## src/rtl/csma_mac_pkg.sv

```systemverilog
// ----------------------------------------------------------------------------
// CSMA/CA MAC controller package
// Shared types, register indexes, status codes and backoff helpers.
// ----------------------------------------------------------------------------
package csma_mac_pkg;

  // Frame geometry
  localparam int MAX_FRAME_BYTES = 256;
  localparam int RX_BUF_BYTES    = 256;
  localparam int HDR_BYTES       = 6;
  localparam int MAX_PLEN        = MAX_FRAME_BYTES - HDR_BYTES;
  // Wide enough for any clamped frame length in the supported range
  localparam int LEN_W           = 11;

  // Protocol limits
  localparam int          CCA_RETRY_LIMIT = 50;
  localparam logic [15:0] BCAST_ADDR      = 16'hFFFF;
  localparam int          FLG_ACK_REQ     = 0;
  localparam int          FLG_ACK_FRAME   = 1;

  // Configuration register indexes
  localparam logic [1:0] CFG_OWN_ADDR     = 2'd0;
  localparam logic [1:0] CFG_ACK_TIMEOUT  = 2'd1;
  localparam logic [1:0] CFG_MAX_RETRIES  = 2'd2;
  localparam logic [1:0] CFG_MANAGE_TX_EN = 2'd3;

  // Event kinds
  localparam logic FUNC_SEND = 1'b0;

  // PHY transmit-done codes
  localparam logic [1:0] TXEV_NONE = 2'd0;
  localparam logic [1:0] TXEV_OK   = 2'd1;

  // Confirm status codes
  localparam logic [1:0] ST_SUCCESS    = 2'd0;
  localparam logic [1:0] ST_CH_ACCESS  = 2'd1;
  localparam logic [1:0] ST_NO_ACK     = 2'd2;
  localparam logic [1:0] ST_NO_CARRIER = 2'd3;

  // MAC mode, one-hot
  typedef enum logic [4:0] {
    MODE_IDLE    = 5'b00001,
    MODE_BACKOFF = 5'b00010,
    MODE_CCA     = 5'b00100,
    MODE_SEND    = 5'b01000,
    MODE_WAITACK = 5'b10000
  } mac_mode_e;

  // Input item without the event kind
  typedef struct packed {
    logic [15:0] dst_addr;
    logic [7:0]  payload_len;
    logic [31:0] now_ms;
    logic [8:0]  rx_len;
    logic        rx_crc_ok;
    logic [15:0] rx_dst;
    logic [15:0] rx_src;
    logic [7:0]  rx_seq;
    logic [7:0]  rx_flags;
    logic        cca_clear;
    logic [1:0]  tx_event;
  } in_item_t;

  // Result item
  typedef struct packed {
    logic        accepted;
    logic        frame_send;
    logic [7:0]  frame_seq;
    logic        ack_send;
    logic [7:0]  ack_seq;
    logic        tx_enable;
    logic        confirm_valid;
    logic [1:0]  confirm_status;
    logic [7:0]  confirm_retries;
    logic        rx_deliver;
    logic [15:0] rx_source;
    logic [8:0]  rx_payload_len;
  } res_t;

  // Backoff generator: 16-bit LCG, delay = 10 + v mod 90 ms
  localparam logic [31:0] LCG_MUL      = 32'd1103515245;
  localparam logic [31:0] LCG_INC      = 32'd12345;
  localparam int          BACKOFF_MIN  = 10;
  localparam int          BACKOFF_SPAN = 90;

  typedef logic [6:0] mod_tbl_t [256];

  // Residues of hi*256 and lo, built at elaboration
  function automatic mod_tbl_t build_hi_tbl();
    mod_tbl_t t;
    for (int i = 0; i < 256; i++) begin
      t[i] = 7'((i * 256) % BACKOFF_SPAN);
    end
    return t;
  endfunction

  function automatic mod_tbl_t build_lo_tbl();
    mod_tbl_t t;
    for (int i = 0; i < 256; i++) begin
      t[i] = 7'(i % BACKOFF_SPAN);
    end
    return t;
  endfunction

  localparam mod_tbl_t HI_MOD_TBL = build_hi_tbl();
  localparam mod_tbl_t LO_MOD_TBL = build_lo_tbl();

  // Advance the LCG; only the low 16 bits of the product matter
  function automatic logic [15:0] lcg_step(input logic [15:0] v);
    logic [15:0] p;
    p = v * LCG_MUL[15:0];
    return p + LCG_INC[15:0];
  endfunction

  // Delay in ms for one LCG value, via two residue tables
  function automatic logic [6:0] backoff_of(input logic [15:0] v);
    logic [7:0] s;
    s = {1'b0, HI_MOD_TBL[v[15:8]]} + {1'b0, LO_MOD_TBL[v[7:0]]};
    if (s >= 8'(BACKOFF_SPAN)) begin
      s = s - 8'(BACKOFF_SPAN);
    end
    return s[6:0] + 7'(BACKOFF_MIN);
  endfunction

  // Generator state after reset: the value after 1 and its delay
  localparam logic [15:0] LCG_RST_NEXT = lcg_step(16'd1);
  localparam logic [6:0]  BACKOFF_RST  = backoff_of(LCG_RST_NEXT);

endpackage

```

## src/rtl/csma_ack_mac_controller_top.sv

```systemverilog
// ----------------------------------------------------------------------------
// CSMA/CA MAC controller with ACK and retry
// Stream wrapper: input register, event core, output register.
// ----------------------------------------------------------------------------
// Each input transaction is one MAC event (a send request or a poll) and
// produces exactly one result transaction. The block sustains one event per
// clock when the output side does not stall: an event is held in the input
// register, is processed by the combinational event core, and its result is
// captured in the output register, from which it is offered downstream. The
// core's state update for one event is what sets the one-per-cycle figure.
// Input and output registers decouple the two sides, so one more event is
// taken while a result waits to be taken.
// The backoff generator keeps its next delay precomputed, so a backoff poll
// compares elapsed time against a stored value while drawing the next one.
module csma_ack_mac_controller_top import csma_mac_pkg::*; (
  input  logic         clk_i,
  input  logic         rst_ni,
  // Configuration write port
  input  logic         cfg_we_i,
  input  logic [1:0]   cfg_addr_i,
  input  logic [15:0]  cfg_wdata_i,
  // Event stream
  input  logic         s_axis_tvalid_i,
  output logic         s_axis_tready_o,
  // dst_addr[15:0], payload_len[23:16], now_ms[55:24], rx_len[64:56],
  // rx_crc_ok[65], rx_dst[81:66], rx_src[97:82], rx_seq[105:98],
  // rx_flags[113:106], cca_clear[114], tx_event[116:115], zero[119:117]
  input  logic [119:0] s_axis_tdata_i,
  // func[0]
  input  logic [0:0]   s_axis_tuser_i,
  // Result stream
  output logic         m_axis_tvalid_o,
  input  logic         m_axis_tready_i,
  // accepted[0], frame_send[1], frame_seq[9:2], ack_send[10], ack_seq[18:11],
  // tx_enable[19], confirm_valid[20], confirm_status[22:21],
  // confirm_retries[30:23], rx_deliver[31], rx_source[47:32],
  // rx_payload_len[56:48], zero[63:57]
  output logic [63:0]  m_axis_tdata_o
);

  logic     in_valid_q;
  logic     in_func_q;
  in_item_t in_item_q;
  logic     out_valid_q;
  res_t     out_res_q;

  logic     advance;
  logic     fire;
  logic     s_acc;
  res_t     res;

  // Handshake: the input register moves on whenever the output can take it
  assign advance         = !out_valid_q || m_axis_tready_i;
  assign fire            = in_valid_q && advance;
  assign s_axis_tready_o = !in_valid_q || advance;
  assign s_acc           = s_axis_tvalid_i && s_axis_tready_o;

  // Input register control
  always_ff @(posedge clk_i or negedge rst_ni) begin
    if (!rst_ni) begin
      in_valid_q <= 1'b0;
    end else if (s_acc) begin
      in_valid_q <= 1'b1;
    end else if (fire) begin
      in_valid_q <= 1'b0;
    end
  end

  // Capture the event payload
  always_ff @(posedge clk_i) begin
    if (s_acc) begin
      in_func_q             <= s_axis_tuser_i[0];
      in_item_q.dst_addr    <= s_axis_tdata_i[15:0];
      in_item_q.payload_len <= s_axis_tdata_i[23:16];
      in_item_q.now_ms      <= s_axis_tdata_i[55:24];
      in_item_q.rx_len      <= s_axis_tdata_i[64:56];
      in_item_q.rx_crc_ok   <= s_axis_tdata_i[65];
      in_item_q.rx_dst      <= s_axis_tdata_i[81:66];
      in_item_q.rx_src      <= s_axis_tdata_i[97:82];
      in_item_q.rx_seq      <= s_axis_tdata_i[105:98];
      in_item_q.rx_flags    <= s_axis_tdata_i[113:106];
      in_item_q.cca_clear   <= s_axis_tdata_i[114];
      in_item_q.tx_event    <= s_axis_tdata_i[116:115];
    end
  end

  csma_mac_core u_core (
    .clk_i       (clk_i),
    .rst_ni      (rst_ni),
    .cfg_we_i    (cfg_we_i),
    .cfg_addr_i  (cfg_addr_i),
    .cfg_wdata_i (cfg_wdata_i),
    .fire_i      (fire),
    .func_i      (in_func_q),
    .item_i      (in_item_q),
    .res_o       (res)
  );

  // Output register control
  always_ff @(posedge clk_i or negedge rst_ni) begin
    if (!rst_ni) begin
      out_valid_q <= 1'b0;
    end else if (fire) begin
      out_valid_q <= 1'b1;
    end else if (m_axis_tready_i) begin
      out_valid_q <= 1'b0;
    end
  end

  // Hold the result until it is taken
  always_ff @(posedge clk_i) begin
    if (fire) begin
      out_res_q <= res;
    end
  end

  assign m_axis_tvalid_o = out_valid_q;
  assign m_axis_tdata_o  = {7'd0,
                            out_res_q.rx_payload_len,
                            out_res_q.rx_source,
                            out_res_q.rx_deliver,
                            out_res_q.confirm_retries,
                            out_res_q.confirm_status,
                            out_res_q.confirm_valid,
                            out_res_q.tx_enable,
                            out_res_q.ack_seq,
                            out_res_q.ack_send,
                            out_res_q.frame_seq,
                            out_res_q.frame_send,
                            out_res_q.accepted};

endmodule

```

## src/rtl/csma_mac_core.sv

```systemverilog
// ----------------------------------------------------------------------------
// CSMA/CA MAC event core
// Holds the configuration and MAC state and works out one event per cycle when fire_i is set.
// ----------------------------------------------------------------------------
module csma_mac_core import csma_mac_pkg::*; (
  input  logic        clk_i,
  input  logic        rst_ni,
  input  logic        cfg_we_i,
  input  logic [1:0]  cfg_addr_i,
  input  logic [15:0] cfg_wdata_i,
  input  logic        fire_i,
  input  logic        func_i,
  input  in_item_t    item_i,
  output res_t        res_o
);

  // Configuration registers
  logic [15:0] own_addr_q, ack_timeout_q;
  logic [7:0]  max_retries_q;
  logic        manage_tx_en_q;

  // MAC state registers
  mac_mode_e   mode_q, mode_d;
  logic [15:0] pend_dst_q, pend_dst_d;
  logic [7:0]  pend_seq_q, pend_seq_d;
  logic [7:0]  next_seq_q, next_seq_d;
  logic [7:0]  retry_q, retry_d;
  logic [31:0] tstart_q, tstart_d;
  logic [15:0] lcg_q, lcg_d;      // LCG value the next backoff draws
  logic [6:0]  delay_q, delay_d;  // delay that belongs to lcg_q
  logic        started_q, started_d;
  logic        pa_q, pa_d;

  res_t        res;

  // Write configuration
  always_ff @(posedge clk_i or negedge rst_ni) begin
    if (!rst_ni) begin
      own_addr_q     <= '0;
      ack_timeout_q  <= 16'd100;
      max_retries_q  <= 8'd3;
      manage_tx_en_q <= 1'b0;
    end else if (cfg_we_i) begin
      case (cfg_addr_i)
        CFG_OWN_ADDR:     own_addr_q     <= cfg_wdata_i;
        CFG_ACK_TIMEOUT:  ack_timeout_q  <= cfg_wdata_i;
        CFG_MAX_RETRIES:  max_retries_q  <= cfg_wdata_i[7:0];
        CFG_MANAGE_TX_EN: manage_tx_en_q <= cfg_wdata_i[0];
        default: ;
      endcase
    end
  end

  // Work out one event
  always_comb begin
    logic [LEN_W-1:0] rlen;
    logic [LEN_W-1:0] pl;
    logic             match;
    logic [31:0]      elapsed;

    res        = '0;
    pend_dst_d = pend_dst_q;
    pend_seq_d = pend_seq_q;
    next_seq_d = next_seq_q;
    retry_d    = retry_q;
    tstart_d   = tstart_q;
    lcg_d      = lcg_q;
    delay_d    = delay_q;
    started_d  = started_q;
    pa_d       = pa_q;
    rlen       = '0;
    pl         = '0;
    match      = 1'b0;
    elapsed    = item_i.now_ms - tstart_q;

    // Fold stray mode codes into idle
    case (mode_q)
      MODE_IDLE, MODE_BACKOFF, MODE_CCA, MODE_SEND, MODE_WAITACK: mode_d = mode_q;
      default: mode_d = MODE_IDLE;
    endcase

    if (func_i == FUNC_SEND) begin
      // Queue a data frame if idle and the length is valid
      if (item_i.payload_len != 8'd0 && int'(item_i.payload_len) <= MAX_PLEN &&
          mode_d == MODE_IDLE) begin
        pend_dst_d   = item_i.dst_addr;
        pend_seq_d   = next_seq_q;
        next_seq_d   = next_seq_q + 8'd1;
        retry_d      = '0;
        started_d    = 1'b0;
        mode_d       = MODE_BACKOFF;
        tstart_d     = item_i.now_ms;
        res.accepted = 1'b1;
      end
    end else begin
      // Received frame header
      if (int'(item_i.rx_len) > MAX_FRAME_BYTES) begin
        rlen = LEN_W'(MAX_FRAME_BYTES);
      end else begin
        rlen = LEN_W'(item_i.rx_len);
      end
      match = (int'(rlen) >= HDR_BYTES) && item_i.rx_crc_ok &&
              (item_i.rx_dst == own_addr_q || item_i.rx_dst == BCAST_ADDR);
      if (match) begin
        if (item_i.rx_flags[FLG_ACK_FRAME]) begin
          if (mode_d == MODE_WAITACK && pend_dst_q == item_i.rx_src &&
              pend_seq_q == item_i.rx_seq) begin
            res.confirm_valid   = 1'b1;
            res.confirm_status  = ST_SUCCESS;
            res.confirm_retries = retry_d;
            mode_d              = MODE_IDLE;
          end
        end else begin
          pl = rlen - LEN_W'(HDR_BYTES);
          if (int'(pl) > RX_BUF_BYTES) begin
            pl = LEN_W'(RX_BUF_BYTES);
          end
          res.rx_deliver     = 1'b1;
          res.rx_source      = item_i.rx_src;
          res.rx_payload_len = pl[8:0];
          if (item_i.rx_flags[FLG_ACK_REQ]) begin
            res.ack_send = 1'b1;
            res.ack_seq  = item_i.rx_seq;
            if (manage_tx_en_q) pa_d = 1'b0;
          end
        end
      end

      // Transmit state machine
      case (mode_d)
        MODE_BACKOFF: begin
          // Every backoff poll draws a new delay
          lcg_d   = lcg_step(lcg_q);
          delay_d = backoff_of(lcg_d);
          if (elapsed >= {25'd0, delay_q}) begin
            mode_d   = MODE_CCA;
            tstart_d = item_i.now_ms;
          end
        end
        MODE_CCA: begin
          if (item_i.cca_clear) begin
            mode_d = MODE_SEND;
          end else begin
            retry_d = retry_d + 8'd1;
            if (int'(retry_d) > CCA_RETRY_LIMIT) begin
              res.confirm_valid   = 1'b1;
              res.confirm_status  = ST_CH_ACCESS;
              res.confirm_retries = retry_d;
              mode_d              = MODE_IDLE;
            end else begin
              mode_d   = MODE_BACKOFF;
              tstart_d = item_i.now_ms;
            end
          end
        end
        MODE_SEND: begin
          if (manage_tx_en_q) pa_d = 1'b1;
          res.frame_send = 1'b1;
          res.frame_seq  = pend_seq_q;
          started_d      = 1'b1;
          retry_d        = '0;
          mode_d         = MODE_WAITACK;
          tstart_d       = item_i.now_ms;
        end
        MODE_WAITACK: begin
          if (elapsed >= {16'd0, ack_timeout_q}) begin
            if (manage_tx_en_q && started_d) begin
              pa_d      = 1'b0;
              started_d = 1'b0;
            end
            res.confirm_valid   = 1'b1;
            res.confirm_status  = ST_NO_ACK;
            res.confirm_retries = retry_d;
            mode_d              = MODE_IDLE;
          end
        end
        default: ;
      endcase

      // PHY transmit done
      if (item_i.tx_event != TXEV_NONE) begin
        if (manage_tx_en_q && started_d) begin
          pa_d      = 1'b0;
          started_d = 1'b0;
        end
        if (mode_d == MODE_WAITACK && item_i.tx_event != TXEV_OK) begin
          retry_d = retry_d + 8'd1;
          if (retry_d <= max_retries_q) begin
            mode_d   = MODE_BACKOFF;
            tstart_d = item_i.now_ms;
          end else begin
            res.confirm_valid   = 1'b1;
            res.confirm_status  = ST_NO_CARRIER;
            res.confirm_retries = retry_d;
            mode_d              = MODE_IDLE;
          end
        end
      end
    end

    res.tx_enable = pa_d;
  end

  // Commit state on each processed event
  always_ff @(posedge clk_i or negedge rst_ni) begin
    if (!rst_ni) begin
      mode_q     <= MODE_IDLE;
      pend_dst_q <= '0;
      pend_seq_q <= '0;
      next_seq_q <= '0;
      retry_q    <= '0;
      tstart_q   <= '0;
      lcg_q      <= LCG_RST_NEXT;
      delay_q    <= BACKOFF_RST;
      started_q  <= 1'b0;
      pa_q       <= 1'b0;
    end else if (fire_i) begin
      mode_q     <= mode_d;
      pend_dst_q <= pend_dst_d;
      pend_seq_q <= pend_seq_d;
      next_seq_q <= next_seq_d;
      retry_q    <= retry_d;
      tstart_q   <= tstart_d;
      lcg_q      <= lcg_d;
      delay_q    <= delay_d;
      started_q  <= started_d;
      pa_q       <= pa_d;
    end
  end

  assign res_o = res;

endmodule
```

## config.mk

```make
export PLATFORM = sky130hd
export DESIGN_NAME = csma_ack_mac_controller_top
export DESIGN_NICKNAME = d
export VERILOG_FILES = /design/src/rtl/csma_mac_pkg.sv /design/src/rtl/csma_ack_mac_controller_top.sv /design/src/rtl/csma_mac_core.sv
export SDC_FILE = /design/constraint.sdc
export NUM_CORES = 1
export LEC_CHECK = 0
export CORE_MARGIN = 4
export CORE_UTILIZATION = 50
export CTS_CLUSTER_SIZE = 14
export DETAILED_ROUTE_END_ITERATION = 12
export DONT_BUFFER_PORTS = 1
export GPL_TIMING_DRIVEN = 0
export PLACE_DENSITY = 0.62
export SYNTH_ARGS = -nofsm -noshare
export SYNTH_HDL_FRONTEND = slang
export SYNTH_SLANG_ARGS = --single-unit
export TNS_END_PERCENT = 1
```

## constraint.sdc

```tcl
create_clock -name clk_i -period 14.5 [get_ports clk_i]
set_input_delay 0.725 -clock clk_i [delete_from_list [all_inputs] [get_ports clk_i]]
set_output_delay 0.725 -clock clk_i [all_outputs]
set_load 0.03 [all_outputs]
```

==> out/qor.csv <==
stage;metric;value;unit
job;drv_cap;0;
timing;rsz0062_at_grt;no;
timing;finalSetupViolCount;0;
global_route;antenna_found_initial;16;
clocking;cts_tree;done;
synth;yosys_register_bits;313;
synth;ys_types;98;
clocking;clkSinkCount;313;
timing;tns;0;ns
finish;nFillCells;3612;
detailed_routing;drtIter0Drc;1395;
detailed_routing;drc;0;
clocking;h-tree-depth;2;
synth;synth_flop_cell;edfxtp_1;
setup_path;cp_slowest_cell;buf_1;
detailed_routing;dr_wl_met2;26940;um
status;outcome;completed;
setup_path;critPathTopFamily;adder cells;
synth;synthesis.instances;2089;
timing;tightest_slew;1.270;ns
finish;drive_gt1_frac;0.09889;
timing;relSlewSlack;0.1474;
floorplan;design.die.area;0.04554;mm2
floorplan;coreArea;0.04129;mm2
place;place_congestion;0.9815;
clocking;path_clk_slew;0.06;ns
finish;area_delta_synth_final;9.709;%
clocking;postCtsSetupRepairBufs;0;
setup_path;worstPathBufferInverterCount;8;
floorplan;die_h;213.4;um
synth;seq_area_frac_synth;0.4124;
place;place_area;0.02184;mm2
timing;fin_worst_skew;0.02620;ns
finish;design_area;0.02314;mm2
setup_path;worstSetupStartpointType;flip-flop;
synth;yosysWarnings;0;
timing;max_freq;88.65;MHz
clocking;cts_hold_buffers;1;
global_route;grt_pass1_wl;93750;um
timing;timing.final.crit_period;11.28;ns
global_route;grt-ovfl-total;0;
setup_path;criticalPathCategory;reg2reg;
detailed_routing;post_drt_via_cell_ratio;6.027;
detailed_routing;vias;16330;
synth;synth_edf_count;169;
clocking;cts_inserted_buffers;36;
setup_path;cp-end-kind;flip-flop;
timing;finalHoldViolCount;0;
detailed_routing;wl_met1;26800;um
place;hpwlAfterDp;45390;um
detailed_routing;routed_wl;61060;um
synth;synth_area_per_cell;10.10;um2
clocking;ctsResizeCount;0;
clocking;clk_latency;0.55;ns
setup_path;cpPeakStageDelay;0.73;ns
global_route;track_usage;0.2633;
setup_path;worstPathRequired;14.90;ns
setup_path;r2r_slack;3.22;ns
finish;nets;2482;
floorplan;initial_core_util;0.5108;
global_route;grt_pass1_vias;16250;
clocking;cts.path.max_buffers;3;
global_route;grt_max_degree;128;
place;numPortBuffers;0;
floorplan;die_x;213.4;um
detailed_routing;wire_per_inst;22.54;um
setup_path;cp.arrival;11.68;ns
floorplan;fp-row-count;74;
setup_path;cp_common_cell;ha_1;
clocking;root_buffer;clkbuf_16;
timing;period_share;0.7779;
setup_path;critical_path_peak_fanout;12;
floorplan;pin_count;210;
detailed_routing;firstDrtPassIters;6;
detailed_routing;ant_nets;0;
hold_path;worstHoldPathType;in2async;
synth;syn_area;0.02110;mm2
detailed_routing;wl_met3;5413;um
synth;async_reset_ff_frac;0.4601;
detailed_routing;highest_layer;met5;
timing;maxSlewViolCount;0;
## layout by cell type, fill, tap and decap left out, types with 29 or more instances in the layout
cell type and count:
ha_1 160, fa_1 42, and3_1 29, dfrtp_1 127, xor2_1 61, nand2_1 223, mux2_4 30, mux2_2 49
o21ai_0 115, nor2_1 112, nor3_1 46, xnor2_1 71, a21oi_1 112, nand3_1 35, inv_1 176, clkbuf_16 36
edfxtp_1 169, clkbuf_1 74
## worst register-to-register path, delay by kind of cell, from the launching register on
family | cells | cell delay, ns
AOI/OAI and AO/OA | 13 | 2.42
xor gates and xnor gates | 2 | 0.32
adders and majority gates | 11 | 4.32
buffers and inverters | 8 | 2.14
DFF | 1 | 0.66
muxes | 1 | 0.30
and+or+nand+nor | 5 | 0.98
## synth_stat cells, drive strengths merged, types with 6 or more instances
library cell,instances,share of area
o21bai,11,0.0039
and2,23,0.0068
a21oi,118,0.029
o221ai,6,0.0028
nor4,19,0.0059
nand4,27,0.0083
and4,7,0.0029
nor2b,9,0.0027
a221oi,9,0.0037
o22ai,12,0.0036
nor3,46,0.011
a21o,28,0.010
o311ai,9,0.0037
dfrtp,127,0.15
or3,9,0.0027
ha,160,0.095
nand3b,8,0.0028
inv,176,0.031
mux2i,10,0.0047
a211oi,17,0.0063
fa,42,0.040
dfstp,17,0.021
o31ai,11,0.0055
and3,29,0.0086
clkbuf,72,0.013
o21a,24,0.0087
o211ai,19,0.0068
a31oi,25,0.0081
a211o,7,0.0029
nand2,223,0.040
nand3,35,0.0083
edfxtp,169,0.24
nor2,113,0.020
a2111oi,11,0.0058
nor3b,8,0.0028
o21ai,123,0.030
xor2,61,0.025
xnor2,71,0.029
nand2b,12,0.0036
buf,29,0.012
mux2,80,0.048
## layout make-up
type	instances	area (um2)	share of cell area
Clock inverter	27	319.1	0.01379
Buffer	101	521.8	0.02254
Timing Repair Buffer	3	82.58	0.003568
Sequential cell	313	8700	0.3759
Clock buffer	39	922.1	0.03984
Inverter	179	673.1	0.02909
Tap cell	532	665.6	0.02876
Multi-Input combinational cell	1502	11230	0.4851
Antenna cell	13	32.53	0.001406
## kinds of logic after synthesis
logic type | synth area share
AO/OA/AOI/OAI | 0.1558
XOR/XNOR | 0.05480
adder cells (fa/ha/maj) | 0.1348
buffers and inverters | 0.05658
flip-flops | 0.4124
multiplexers | 0.05279
other | 0.0001778
AND/OR/NAND/NOR | 0.1327
## sequential cells by signal, summed over array words and instances (netlist names)
signal and cells:
u_core.lcg_q 15, in_item_q 111, u_core.own_addr_q 16, u_core.tstart_q 32
u_core.ack_timeout_q 16, m_axis_tvalid_o 1, u_core.pa_q 1, u_core.retry_q 8
u_core.pend_dst_q 16, u_core.started_q 1, in_func_q 1, u_core.manage_tx_en_q 1
u_core.max_retries_q 8, u_core.delay_q 7, u_core.pend_seq_q 8, m_axis_tdata_o 57
u_core.next_seq_q 8, in_valid_q 1, u_core.mode_q 5
## layer usage
layer  track usage  vias to the layer above
li1              -                     7615
met1        0.3696                     7886
met2        0.4015                      664
met3       0.07608                      144
met4       0.07658                       18
met5             0                        -
## through the flow
step | hold WS (ns) | utilization | setup slack [ns] | cells
floorplan | 0.4146 | - | 5.707 | 2095
global placement | 0.4231 | 0.5275 | 3.327 | 2627
detailed placement | 0.4282 | 0.5289 | 3.377 | 2629
CTS | 0.01721 | 0.5597 | 3.327 | 2696
global route | 0.01384 | 0.5603 | 2.566 | 2706
finish | 0.04317 | 0.5604 | 3.220 | 2709
## worst paths after layout
path	startpoint	end	depth (start not counted)
hold / removal	rst_ni	u_core.lcg_q[2]	0
setup reg to reg	u_core.lcg_q[5]	u_core.delay_q[6]	40
hold reg to reg	in_item_q[116]	u_core.pend_dst_q[15]	2
max in group asynchronous	rst_ni	u_core.pend_dst_q[4]	1
min in group clk_i	s_axis_tdata_i[85]	in_item_q[22]	0
setup / recovery	u_core.lcg_q[5]	u_core.delay_q[6]	40
Power is left out: the tool's default activity adds up to more than one toggle a clock period on the data nets, which glitch-free logic cannot reach.
